$ cat src/sv/escdfr_pkg.sv
`timescale 1ns / 1ps
`default_nettype none
// ----------------------------------------------------------------------------
// escdfr_pkg
// Types and constants shared by the ESC/STX deframer with rollback.
// ----------------------------------------------------------------------------
package escdfr_pkg;

    localparam int unsigned HEADER_BYTES = 8;

    localparam logic [7:0] ESC_BYTE     = 8'd27;
    localparam logic [7:0] STX_BYTE     = 8'd3;
    localparam logic [7:0] UNKNOWN_SEQ  = 8'd255;
    localparam int unsigned INHIBIT_POS = 7;

    localparam logic [10:0] HEADER_LEN  = 11'd8;

    // Configuration register indexes
    localparam logic [1:0] CFG_ROLLBACK_OFF  = 2'd0;
    localparam logic [1:0] CFG_HOLDOFF_TICKS = 2'd1;
    localparam logic [1:0] CFG_WAIT_LIMIT    = 2'd2;
    localparam logic [1:0] CFG_MAX_LENGTH    = 2'd3;

    // Input opcodes
    localparam logic OP_BYTE = 1'b0;
    localparam logic OP_TICK = 1'b1;

    // Result kinds
    localparam logic [1:0] KIND_BYTE      = 2'd0;
    localparam logic [1:0] KIND_ROLLBACK  = 2'd1;
    localparam logic [1:0] KIND_KEEPALIVE = 2'd2;

    typedef enum logic [1:0] {
        PH_HUNT = 2'd0,
        PH_HEAD = 2'd1,
        PH_BODY = 2'd2
    } phase_t;

    typedef enum logic [1:0] {
        FWD_NONE = 2'd0,
        FWD_BODY = 2'd1,
        FWD_HEAD = 2'd2
    } fwd_t;

    typedef struct packed {
        logic       opcode;
        logic [7:0] rx_byte;
    } in_item_t;

    typedef struct packed {
        logic [1:0] kind;
        logic [7:0] value;
        logic       last;
    } out_item_t;

    typedef struct packed {
        logic        rollback_off;
        logic [15:0] holdoff_ticks;
        logic [7:0]  wait_limit;
        logic [10:0] max_length;
    } cfg_t;

    // One queued command: everything one input request emits.
    typedef struct packed {
        logic                          keep;
        logic [1:0]                    nreq;
        logic [7:0]                    req_val;
        logic [7:0]                    req_last_val;
        fwd_t                          fwd;
        logic                          last;
        logic [HEADER_BYTES-1:0][7:0]  data;
    } cmd_t;

endpackage
`default_nettype wire

$ cat src/sv/escdfr_front.sv
`timescale 1ns / 1ps
`default_nettype none
// ----------------------------------------------------------------------------
// escdfr_front
// Parses link bytes and ticks, keeps the link state and issues commands.
// ----------------------------------------------------------------------------
module escdfr_front (
    input  wire logic               clk,
    input  wire logic               rst_n,
    input  wire escdfr_pkg::cfg_t   cfg,
    input  wire logic               accept,
    input  wire escdfr_pkg::in_item_t item,
    output escdfr_pkg::cmd_t        cmd,
    output logic                    push
);
    import escdfr_pkg::*;

    phase_t                        phase_reg, phase_next;
    logic                          saw_esc_reg, saw_esc_next;
    logic [HEADER_BYTES-1:0][7:0]  hdr_reg, hdr_next;
    logic [10:0]                   idx_reg, idx_next;
    logic [10:0]                   len_reg, len_next;
    logic [7:0]                    seq_reg, seq_next;
    logic                          known_reg, known_next;
    logic [7:0]                    wait_reg, wait_next;
    logic                          fwd_reg, fwd_next;
    logic [15:0]                   hold_reg, hold_next;

    logic [HEADER_BYTES-1:0][7:0]  hv;
    logic [7:0]                    b;
    logic                          leads_ok;
    logic                          inh;
    logic [10:0]                   len;
    logic                          do_complete;
    logic                          cmp_fw;
    logic [8:0]                    cnt;
    logic [1:0]                    nreq;
    logic                          end_req;
    logic [7:0]                    pre_val;

    always_ff @(posedge clk or negedge rst_n)
    begin
        if (!rst_n)
        begin
            phase_reg   <= PH_HUNT;
            saw_esc_reg <= 1'b0;
            idx_reg     <= '0;
            len_reg     <= '0;
            seq_reg     <= '0;
            known_reg   <= 1'b0;
            wait_reg    <= 8'd1;
            fwd_reg     <= 1'b0;
            hold_reg    <= '0;
        end
        else
        begin
            phase_reg   <= phase_next;
            saw_esc_reg <= saw_esc_next;
            idx_reg     <= idx_next;
            len_reg     <= len_next;
            seq_reg     <= seq_next;
            known_reg   <= known_next;
            wait_reg    <= wait_next;
            fwd_reg     <= fwd_next;
            hold_reg    <= hold_next;
        end
    end

    always_ff @(posedge clk)
    begin
        hdr_reg <= hdr_next;
    end

    always_comb
    begin
        phase_next   = phase_reg;
        saw_esc_next = saw_esc_reg;
        hdr_next     = hdr_reg;
        idx_next     = idx_reg;
        len_next     = len_reg;
        seq_next     = seq_reg;
        known_next   = known_reg;
        wait_next    = wait_reg;
        fwd_next     = fwd_reg;
        hold_next    = hold_reg;
        b            = item.rx_byte;
        hv           = hdr_reg;
        leads_ok     = 1'b0;
        inh          = 1'b0;
        len          = '0;
        do_complete  = 1'b0;
        cmp_fw       = 1'b0;
        cnt          = '0;
        nreq         = '0;
        end_req      = 1'b0;
        pre_val      = '0;
        cmd          = '0;
        cmd.fwd      = FWD_NONE;

        if (accept && item.opcode == OP_TICK)
        begin
            if (hold_reg != '0)
                hold_next = hold_reg - 16'd1;
        end
        else if (accept)
        begin
            unique case (phase_reg)
                PH_HEAD:
                begin
                    hv[idx_reg[2:0]]       = b;
                    hdr_next[idx_reg[2:0]] = b;
                    idx_next               = idx_reg + 11'd1;
                    if (idx_next >= HEADER_LEN)
                    begin
                        idx_next = '0;
                        leads_ok = (hv[0] == ESC_BYTE) && (hv[1] == STX_BYTE);
                        if (leads_ok && hv[2] == 8'd8 && hv[3] == 8'd0 && hv[4] == 8'd1)
                        begin
                            phase_next = PH_HEAD;
                            cmd.keep   = 1'b1;
                        end
                        else if (!leads_ok)
                        begin
                            phase_next   = PH_HUNT;
                            saw_esc_next = (hv[7] == ESC_BYTE);
                            if (!cfg.rollback_off && hold_next == '0)
                            begin
                                nreq      = nreq + 2'd1;
                                hold_next = cfg.holdoff_ticks;
                            end
                            wait_next = 8'd1;
                        end
                        else
                        begin
                            inh = hv[3][INHIBIT_POS];
                            if (!known_next)
                            begin
                                seq_next   = hv[7] - 8'd1;
                                known_next = 1'b1;
                            end
                            if ((seq_next + 8'd1) != hv[7] && !inh)
                            begin
                                if (!cfg.rollback_off && hold_next == '0)
                                begin
                                    nreq      = nreq + 2'd1;
                                    hold_next = cfg.holdoff_ticks;
                                end
                                wait_next = 8'd1;
                            end
                            len = {hv[3][2:0], hv[2]};
                            if (len == HEADER_LEN && hv[4] == 8'd0)
                            begin
                                // Partner asks us to roll back.
                                if (!cfg.rollback_off && hold_next == '0)
                                begin
                                    nreq      = nreq + 2'd1;
                                    hold_next = cfg.holdoff_ticks;
                                end
                                wait_next  = 8'd1;
                                phase_next = PH_HEAD;
                            end
                            else if (len < HEADER_LEN || len > cfg.max_length)
                            begin
                                if (!cfg.rollback_off && hold_next == '0)
                                begin
                                    nreq      = nreq + 2'd1;
                                    hold_next = cfg.holdoff_ticks;
                                end
                                wait_next    = 8'd1;
                                phase_next   = PH_HUNT;
                                saw_esc_next = 1'b0;
                            end
                            else
                            begin
                                len_next = len;
                                if (wait_next != '0 && (inh || cfg.rollback_off))
                                    wait_next = '0;
                                cmp_fw = (wait_next == '0);
                                if (cmp_fw)
                                begin
                                    cmd.fwd  = FWD_HEAD;
                                    cmd.data = hv;
                                    cmd.last = (len == HEADER_LEN);
                                end
                                if (len == HEADER_LEN)
                                begin
                                    do_complete = 1'b1;
                                end
                                else
                                begin
                                    phase_next = PH_BODY;
                                    idx_next   = HEADER_LEN;
                                    fwd_next   = cmp_fw;
                                end
                            end
                        end
                    end
                end
                PH_BODY:
                begin
                    idx_next = idx_reg + 11'd1;
                    if (fwd_reg)
                    begin
                        cmd.fwd     = FWD_BODY;
                        cmd.data[0] = b;
                        cmd.last    = (idx_next >= len_reg);
                    end
                    if (idx_next >= len_reg)
                    begin
                        do_complete = 1'b1;
                        cmp_fw      = fwd_reg;
                    end
                end
                default:
                begin
                    phase_next = PH_HUNT;
                    if (saw_esc_reg && b == STX_BYTE)
                    begin
                        hdr_next[0]  = ESC_BYTE;
                        hdr_next[1]  = STX_BYTE;
                        idx_next     = 11'd2;
                        saw_esc_next = 1'b0;
                        phase_next   = PH_HEAD;
                    end
                    else
                    begin
                        saw_esc_next = (b == ESC_BYTE);
                    end
                end
            endcase

            pre_val = known_next ? seq_next : UNKNOWN_SEQ;

            if (do_complete)
            begin
                if (cmp_fw)
                begin
                    seq_next   = hv[7];
                    known_next = 1'b1;
                end
                else
                begin
                    cnt = {1'b0, wait_next} + 9'd1;
                    if (cnt > {1'b0, cfg.wait_limit})
                    begin
                        cnt        = '0;
                        seq_next   = hv[7];
                        known_next = 1'b1;
                    end
                    wait_next = cnt[7:0];
                    if (!cfg.rollback_off && hold_next == '0)
                    begin
                        nreq      = nreq + 2'd1;
                        hold_next = cfg.holdoff_ticks;
                        end_req   = 1'b1;
                    end
                end
                phase_next = PH_HEAD;
                idx_next   = '0;
                fwd_next   = 1'b0;
            end
        end

        // A request raised at the end of a packet carries the sequence as it
        // stands after the wait check; earlier ones carry it from before that check.
        cmd.nreq         = nreq;
        cmd.req_val      = pre_val;
        cmd.req_last_val = end_req ? (known_next ? seq_next : UNKNOWN_SEQ) : pre_val;
        push = accept && item.opcode == OP_BYTE
               && (cmd.keep || nreq != '0 || cmd.fwd != FWD_NONE);
    end

endmodule
`default_nettype wire

$ cat src/sv/escdfr_queue.sv
`timescale 1ns / 1ps
`default_nettype none
// ----------------------------------------------------------------------------
// escdfr_queue
// Short command queue between the parser and the result sequencer.
// ----------------------------------------------------------------------------
module escdfr_queue #(
    parameter int unsigned DEPTH = 2
) (
    input  wire logic             clk,
    input  wire logic             rst_n,
    input  wire logic             push,
    input  wire escdfr_pkg::cmd_t push_cmd,
    input  wire logic             pop,
    output escdfr_pkg::cmd_t      head_cmd,
    output logic                  not_empty,
    output logic                  full
);
    import escdfr_pkg::*;

    localparam int unsigned PW = $clog2(DEPTH);
    localparam int unsigned CW = $clog2(DEPTH + 1);

    cmd_t          entry_reg [DEPTH];
    logic [PW-1:0] wr_reg, wr_next;
    logic [PW-1:0] rd_reg, rd_next;
    logic [CW-1:0] cnt_reg, cnt_next;

    always_ff @(posedge clk)
    begin
        if (push)
            entry_reg[wr_reg] <= push_cmd;
    end

    always_ff @(posedge clk or negedge rst_n)
    begin
        if (!rst_n)
        begin
            wr_reg  <= '0;
            rd_reg  <= '0;
            cnt_reg <= '0;
        end
        else
        begin
            wr_reg  <= wr_next;
            rd_reg  <= rd_next;
            cnt_reg <= cnt_next;
        end
    end

    always_comb
    begin
        wr_next  = wr_reg;
        rd_next  = rd_reg;
        cnt_next = cnt_reg;
        if (push)
            wr_next = (wr_reg == PW'(DEPTH - 1)) ? '0 : wr_reg + PW'(1);
        if (pop)
            rd_next = (rd_reg == PW'(DEPTH - 1)) ? '0 : rd_reg + PW'(1);
        if (push && !pop)
            cnt_next = cnt_reg + CW'(1);
        else if (pop && !push)
            cnt_next = cnt_reg - CW'(1);
    end

    assign head_cmd  = entry_reg[rd_reg];
    assign not_empty = (cnt_reg != '0);
    assign full      = (cnt_reg == CW'(DEPTH));

endmodule
`default_nettype wire

$ cat src/sv/escdfr_back.sv
`timescale 1ns / 1ps
`default_nettype none
// ----------------------------------------------------------------------------
// escdfr_back
// Expands each queued command into result items, one per unstalled cycle.
// ----------------------------------------------------------------------------
module escdfr_back (
    input  wire logic             clk,
    input  wire logic             rst_n,
    input  wire escdfr_pkg::cmd_t head_cmd,
    input  wire logic             head_valid,
    output logic                  pop,
    output logic                  out_valid,
    input  wire logic             out_stall,
    output escdfr_pkg::out_item_t out_item
);
    import escdfr_pkg::*;

    logic        valid_reg, valid_next;
    out_item_t   item_reg, item_next;
    logic [3:0]  ptr_reg, ptr_next;

    logic [3:0]  nbytes;
    logic [3:0]  total;
    logic [3:0]  j;
    logic        load;

    always_ff @(posedge clk or negedge rst_n)
    begin
        if (!rst_n)
        begin
            valid_reg <= 1'b0;
            ptr_reg   <= '0;
        end
        else
        begin
            valid_reg <= valid_next;
            ptr_reg   <= ptr_next;
        end
    end

    always_ff @(posedge clk)
    begin
        item_reg <= item_next;
    end

    always_comb
    begin
        case (head_cmd.fwd)
            FWD_HEAD: nbytes = 4'(HEADER_BYTES);
            FWD_BODY: nbytes = 4'd1;
            default:  nbytes = 4'd0;
        endcase
        total = head_cmd.keep ? 4'd1 : ({2'b00, head_cmd.nreq} + nbytes);
        j     = ptr_reg - {2'b00, head_cmd.nreq};
        load  = head_valid && (!valid_reg || !out_stall);
        pop   = load && (ptr_reg == total - 4'd1);

        item_next  = item_reg;
        valid_next = valid_reg && out_stall;
        ptr_next   = ptr_reg;
        if (load)
        begin
            valid_next = 1'b1;
            ptr_next   = pop ? '0 : ptr_reg + 4'd1;
            if (head_cmd.keep)
            begin
                item_next.kind  = KIND_KEEPALIVE;
                item_next.value = '0;
                item_next.last  = 1'b0;
            end
            else if (ptr_reg < {2'b00, head_cmd.nreq})
            begin
                item_next.kind  = KIND_ROLLBACK;
                item_next.value = (ptr_reg == {2'b00, head_cmd.nreq} - 4'd1)
                                  ? head_cmd.req_last_val : head_cmd.req_val;
                item_next.last  = 1'b0;
            end
            else
            begin
                item_next.kind  = KIND_BYTE;
                item_next.value = head_cmd.data[j[2:0]];
                item_next.last  = head_cmd.last && (j == nbytes - 4'd1);
            end
        end
    end

    assign out_valid = valid_reg;
    assign out_item  = item_reg;

endmodule
`default_nettype wire

$ cat src/sv/escstx_packet_deframer_with_rollback_unit.sv
`timescale 1ns / 1ps
`default_nettype none
// ----------------------------------------------------------------------------
// escstx_packet_deframer_with_rollback_unit
// ESC/STX packet deframer with sequence checks and rollback requests.
// ----------------------------------------------------------------------------
//  Channel | Direction | Handshake            | Payload
//  in      | input     | in_valid / in_stall  | in_item (opcode, rx_byte)
//  out     | output    | out_valid/ out_stall | out_item (kind, value, last)
//  cfg     | input     | cfg_we               | cfg_index, cfg_data
//
//  A request is parsed in the cycle it is accepted; its results (up to eight)
//  leave one per cycle through a registered output while out_stall is low, so
//  input rate is one request per cycle except while a longer command drains.
//  The command queue (QUEUE_DEPTH entries) holds in_stall high when full.
//  Reset puts the link into hunting with the documented register defaults.
// ----------------------------------------------------------------------------
module escstx_packet_deframer_with_rollback_unit #(
    parameter int unsigned QUEUE_DEPTH = 2
) (
    input  wire logic                   clk,
    input  wire logic                   rst_n,
    input  wire logic                   in_valid,
    output logic                        in_stall,
    input  wire escdfr_pkg::in_item_t   in_item,
    output logic                        out_valid,
    input  wire logic                   out_stall,
    output escdfr_pkg::out_item_t       out_item,
    input  wire logic                   cfg_we,
    input  wire logic [1:0]             cfg_index,
    input  wire logic [15:0]            cfg_data
);
    import escdfr_pkg::*;

    cfg_t  cfg_reg;
    cmd_t  push_cmd;
    cmd_t  head_cmd;
    logic  push;
    logic  pop;
    logic  head_valid;
    logic  q_full;
    logic  accept;

    always_ff @(posedge clk or negedge rst_n)
    begin
        if (!rst_n)
        begin
            cfg_reg.rollback_off  <= 1'b0;
            cfg_reg.holdoff_ticks <= 16'd2;
            cfg_reg.wait_limit    <= 8'd50;
            cfg_reg.max_length    <= 11'd2047;
        end
        else if (cfg_we)
        begin
            unique case (cfg_index)
                CFG_ROLLBACK_OFF:  cfg_reg.rollback_off  <= cfg_data[0];
                CFG_HOLDOFF_TICKS: cfg_reg.holdoff_ticks <= cfg_data;
                CFG_WAIT_LIMIT:    cfg_reg.wait_limit    <= cfg_data[7:0];
                CFG_MAX_LENGTH:    cfg_reg.max_length    <= cfg_data[10:0];
                default:           cfg_reg               <= cfg_reg;
            endcase
        end
    end

    assign in_stall = q_full;
    assign accept   = in_valid && !q_full;

    escdfr_front u_front (
        .clk    (clk),
        .rst_n  (rst_n),
        .cfg    (cfg_reg),
        .accept (accept),
        .item   (in_item),
        .cmd    (push_cmd),
        .push   (push)
    );

    escdfr_queue #(
        .DEPTH (QUEUE_DEPTH)
    ) u_queue (
        .clk       (clk),
        .rst_n     (rst_n),
        .push      (push),
        .push_cmd  (push_cmd),
        .pop       (pop),
        .head_cmd  (head_cmd),
        .not_empty (head_valid),
        .full      (q_full)
    );

    escdfr_back u_back (
        .clk        (clk),
        .rst_n      (rst_n),
        .head_cmd   (head_cmd),
        .head_valid (head_valid),
        .pop        (pop),
        .out_valid  (out_valid),
        .out_stall  (out_stall),
        .out_item   (out_item)
    );

endmodule
`default_nettype wire

$ cat config.mk
export PLATFORM = sky130hd
export DESIGN_NAME = escstx_packet_deframer_with_rollback_unit
export DESIGN_NICKNAME = d
export VERILOG_FILES = /design/src/sv/escdfr_pkg.sv /design/src/sv/escdfr_front.sv /design/src/sv/escdfr_queue.sv /design/src/sv/escdfr_back.sv /design/src/sv/escstx_packet_deframer_with_rollback_unit.sv
export SDC_FILE = /design/constraint.sdc
export NUM_CORES = 1
export LEC_CHECK = 0
export BUFFER_PORTS_ARGS = -buffer_cell sky130_fd_sc_hd__clkbuf_2
export CAP_MARGIN = 10
export CELL_PAD_IN_SITES_DETAIL_PLACEMENT = 2
export CELL_PAD_IN_SITES_GLOBAL_PLACEMENT = 2
export CORE_ASPECT_RATIO = 1.4
export CORE_MARGIN = 2
export CORE_UTILIZATION = 44
export DETAILED_ROUTE_END_ITERATION = 16
export PLACE_DENSITY = 0.85
export SYNTH_ARGS = -nofsm -noshare
export SYNTH_HDL_FRONTEND = slang
export SYNTH_SLANG_ARGS = --single-unit
$ cat constraint.sdc
create_clock -name clk -period 12 [get_ports clk]
set_input_delay 0.6 -clock clk [delete_from_list [all_inputs] [get_ports clk]]
set_output_delay 0.6 -clock clk [all_outputs]
set_load 0.005 [all_outputs]
==> flow_metrics.py <==
metrics = {
    "placement": {
        "place.gp.congestion": 0.8733,
        "dp_hpwl_mm": 45.12,
        "placement.io_buffers": 44,
    },
    "sta": {
        "final-setup-viol-count": 0,
        "period_needed_ns": 8.982,
        "rsz0062_at_grt": "no",
        "fmax_mhz": 111.3,
        "maxSlewHeadroom": 0.1996,
        "hold_slack_ns": 0.03747,
        "finalHoldViolCount": 0,
        "clock-skew-final_ns": 0.01318,
        "fin_setup_tns_ns": 0,
        "worst_pin_slew_ns": 1.193,
        "drv_slew": 0,
        "fin_crit_sh": 0.7485,
    },
    "yosys": {
        "yosysTopAreaCell": "edfxtp_1",
        "synth_edf_count": 247,
        "ys.flop_type": "edfxtp_1",
        "netlist_top_cells_area": "edfxtp_1, dfrtp_1, mux4_2, mux2_2, ha_1",
        "ys_seq_elements": 351,
        "syn_area_um2": 18850,
        "seq_area_frac_synth": 0.5326,
        "synth_warnings": 0,
        "synth_top_area_frac": 0.3935,
        "synth.avg_cell_area_um2": 11.63,
        "syn_inst": 1621,
        "async_reset_ff_frac": 0.2963,
        "yosysUniqueCellTypes": 96,
    },
    "worst_setup_path": {
        "worstSetupStartpointType": "register",
        "critical_path.top_delay_family": "compound AO/OA/AOI/OAI gates",
        "path_class": "register to register",
        "crit_slowest_cell": "nor4b_4",
        "cpPeakStageDelay_ns": 0.81,
        "end_kind": "register",
        "crit_buf_inv": 1,
        "reg2regPathDepth": 28,
        "crit_cells": 28,
        "cp.required_ns": 12.34,
        "crit_top_cell": "o21a_1",
        "critPathMaxFanout": 20,
        "worst_ep_arrival_time_ns": 9.32,
    },
    "clocking": {
        "cts-root-buf": "clkbuf_16",
        "cts_htree_levels": 2,
        "ctsLongestPathBuffers": 3,
        "post_cts_buffers": 0,
        "clk_pin_slew_ns": 0.07,
        "cts_resized": 0,
        "cts_tree": "done",
        "cts_hold_buf": 0,
        "numCtsBuffers": 39,
        "clock_latency_ns": 0.56,
        "cts.sinks": 351,
    },
    "die": {
        "die_w_um": 178.9,
        "floorplan.die_area_um2": 44530,
        "initial_utilization": 0.4466,
        "die_h_um": 248.9,
        "fp-row-count": 89,
        "core_area_um2": 42200,
        "io_pins": 45,
    },
    "route": {
        "drt_first_pass_iters": 5,
        "drt_iter0_markers": 872,
        "via_per_inst": 6.292,
        "wl_mm": 63.97,
        "vias": 14057,
        "route.detailed.drc": 0,
        "ant_nets": 0,
        "wl_per_cell_um": 28.63,
    },
    "power_and_ir_drop": {
        "ir_worst_vdd_mv": 0.1177,
        "p_per_area_nw_per_um2": 210.1,
        "leakagePower_nw": 8.115,
    },
    "global_routing": {
        "busiest_layer": "met2",
        "track_usage": 0.2936,
        "grt_pass1_wl_mm": 98.39,
        "antenna_found_initial": 0,
        "grt_max_degree": 75,
        "gr-total-overflow": 0,
        "grt_util_met2": 0.5325,
        "grt_pass1_vias": 15610,
        "grt_util_met3": 0.03129,
        "grt_use_met1": 0.3434,
    },
    "outcome": {
        "status": "completed",
    },
    "final_layout": {
        "antenna_cells": 0,
        "layout_common_cells": "edfxtp_1, nand2_1, nor2_1",
        "design.final.nets": 1740,
        "area_delta_synth_final_pct": 11.32,
        "register_area_um2": 10040,
        "fillerInstances": 4167,
        "layout_commonest_cell": "edfxtp_1",
        "drive_above_1_share": 0.1724,
        "largest_reg_flops": 172,
        "multiInputGateArea_um2": 8170,
    },
    "run": {
        "maxCapViolations": 0,
    },
    "worst_hold_path": {
        "worstHoldPathType": "input port to async pin",
    },
}
==> final cells by class <==
| type | instances | area share |
|---|---|---|
| Clock inverter | 19 | 0.01127 |
| Clock buffer | 52 | 0.05229 |
| Multi-Input combinational cell | 1102 | 0.3894 |
| Inverter | 98 | 0.01753 |
| Sequential cell | 351 | 0.4785 |
| Tap cell | 546 | 0.03256 |
| Timing Repair Buffer | 66 | 0.01848 |
==> synthesized netlist by cell type (all sizes together), types with 48 or more instances <==
cell	number
mux2	64
inv	96
edfxtp	247
a21oi	72
nand3	49
o21ai	75
nor3	50
nor2	108
ha	49
mux4	48
nand2	141
dfrtp	88
==> path summary, 6_finish.rpt <==
check | slack (ns) | start | end
setup / recovery | 3.02 | u_front.idx_reg[2] | u_queue.entry_reg[1][69]
min in group clk | 0.28 | cfg_data[15] | cfg_reg[34]
setup reg to reg | 3.02 | u_front.idx_reg[2] | u_queue.entry_reg[1][69]
hold / removal | 0.04 | rst_n | u_front.hold_reg[9]
hold reg to reg | 0.50 | u_front.len_reg[10] | u_front.len_reg[10]
max in group asynchronous | 10.65 | rst_n | u_front.idx_reg[4]
==> report_power, final <==
group          leakage (nW)  switching (W)  internal, W
clock network         0.655       0.000528     0.000755
logic                  3.64       0.000939     0.000558
registers              3.82       0.000160      0.00147
total                  8.11        0.00163      0.00278
==> cells by family (layout without fill, tap and decap cells) <==
logic type	after synthesis	count (layout)	share of synthesized area
AND/OR/NAND/NOR	547	547	0.1504
flip-flops	351	351	0.5326
XOR/XNOR	41	41	0.01905
AO/OA/AOI/OAI	303	303	0.1099
adder cells (fa/ha/maj)	50	50	0.03359
other	1	12	0.0001989
multiplexers	149	149	0.1159
buffers and inverters	179	235	0.03837
==> metrics by stage <==
stage / utilization / cell area (µm²) / power, W / cells / setup slack [ns]
floorplan: - / 18890 / 0.002606 / 1632 / 2.407
global placement: 0.4656 / 19650 / 0.003011 / 2163 / 3.980
detailed placement: 0.4656 / 19650 / 0.003121 / 2163 / 3.389
CTS: 0.4972 / 20980 / 0.004427 / 2234 / 3.269
global route: 0.4972 / 20980 / 0.004612 / 2234 / 2.537
finish: 0.4972 / 20980 / 0.004409 / 2234 / 3.018
==> routing by layer <==
layer / vias to the layer above / share of wire
met3: 157 / 0.034
met1: 7373 / 0.38
met5: - / 0
li1: 6136 / -
met2: 391 / 0.54
met4: 0 / 0.050
Note: power is estimated with default switching activity, not from simulation.
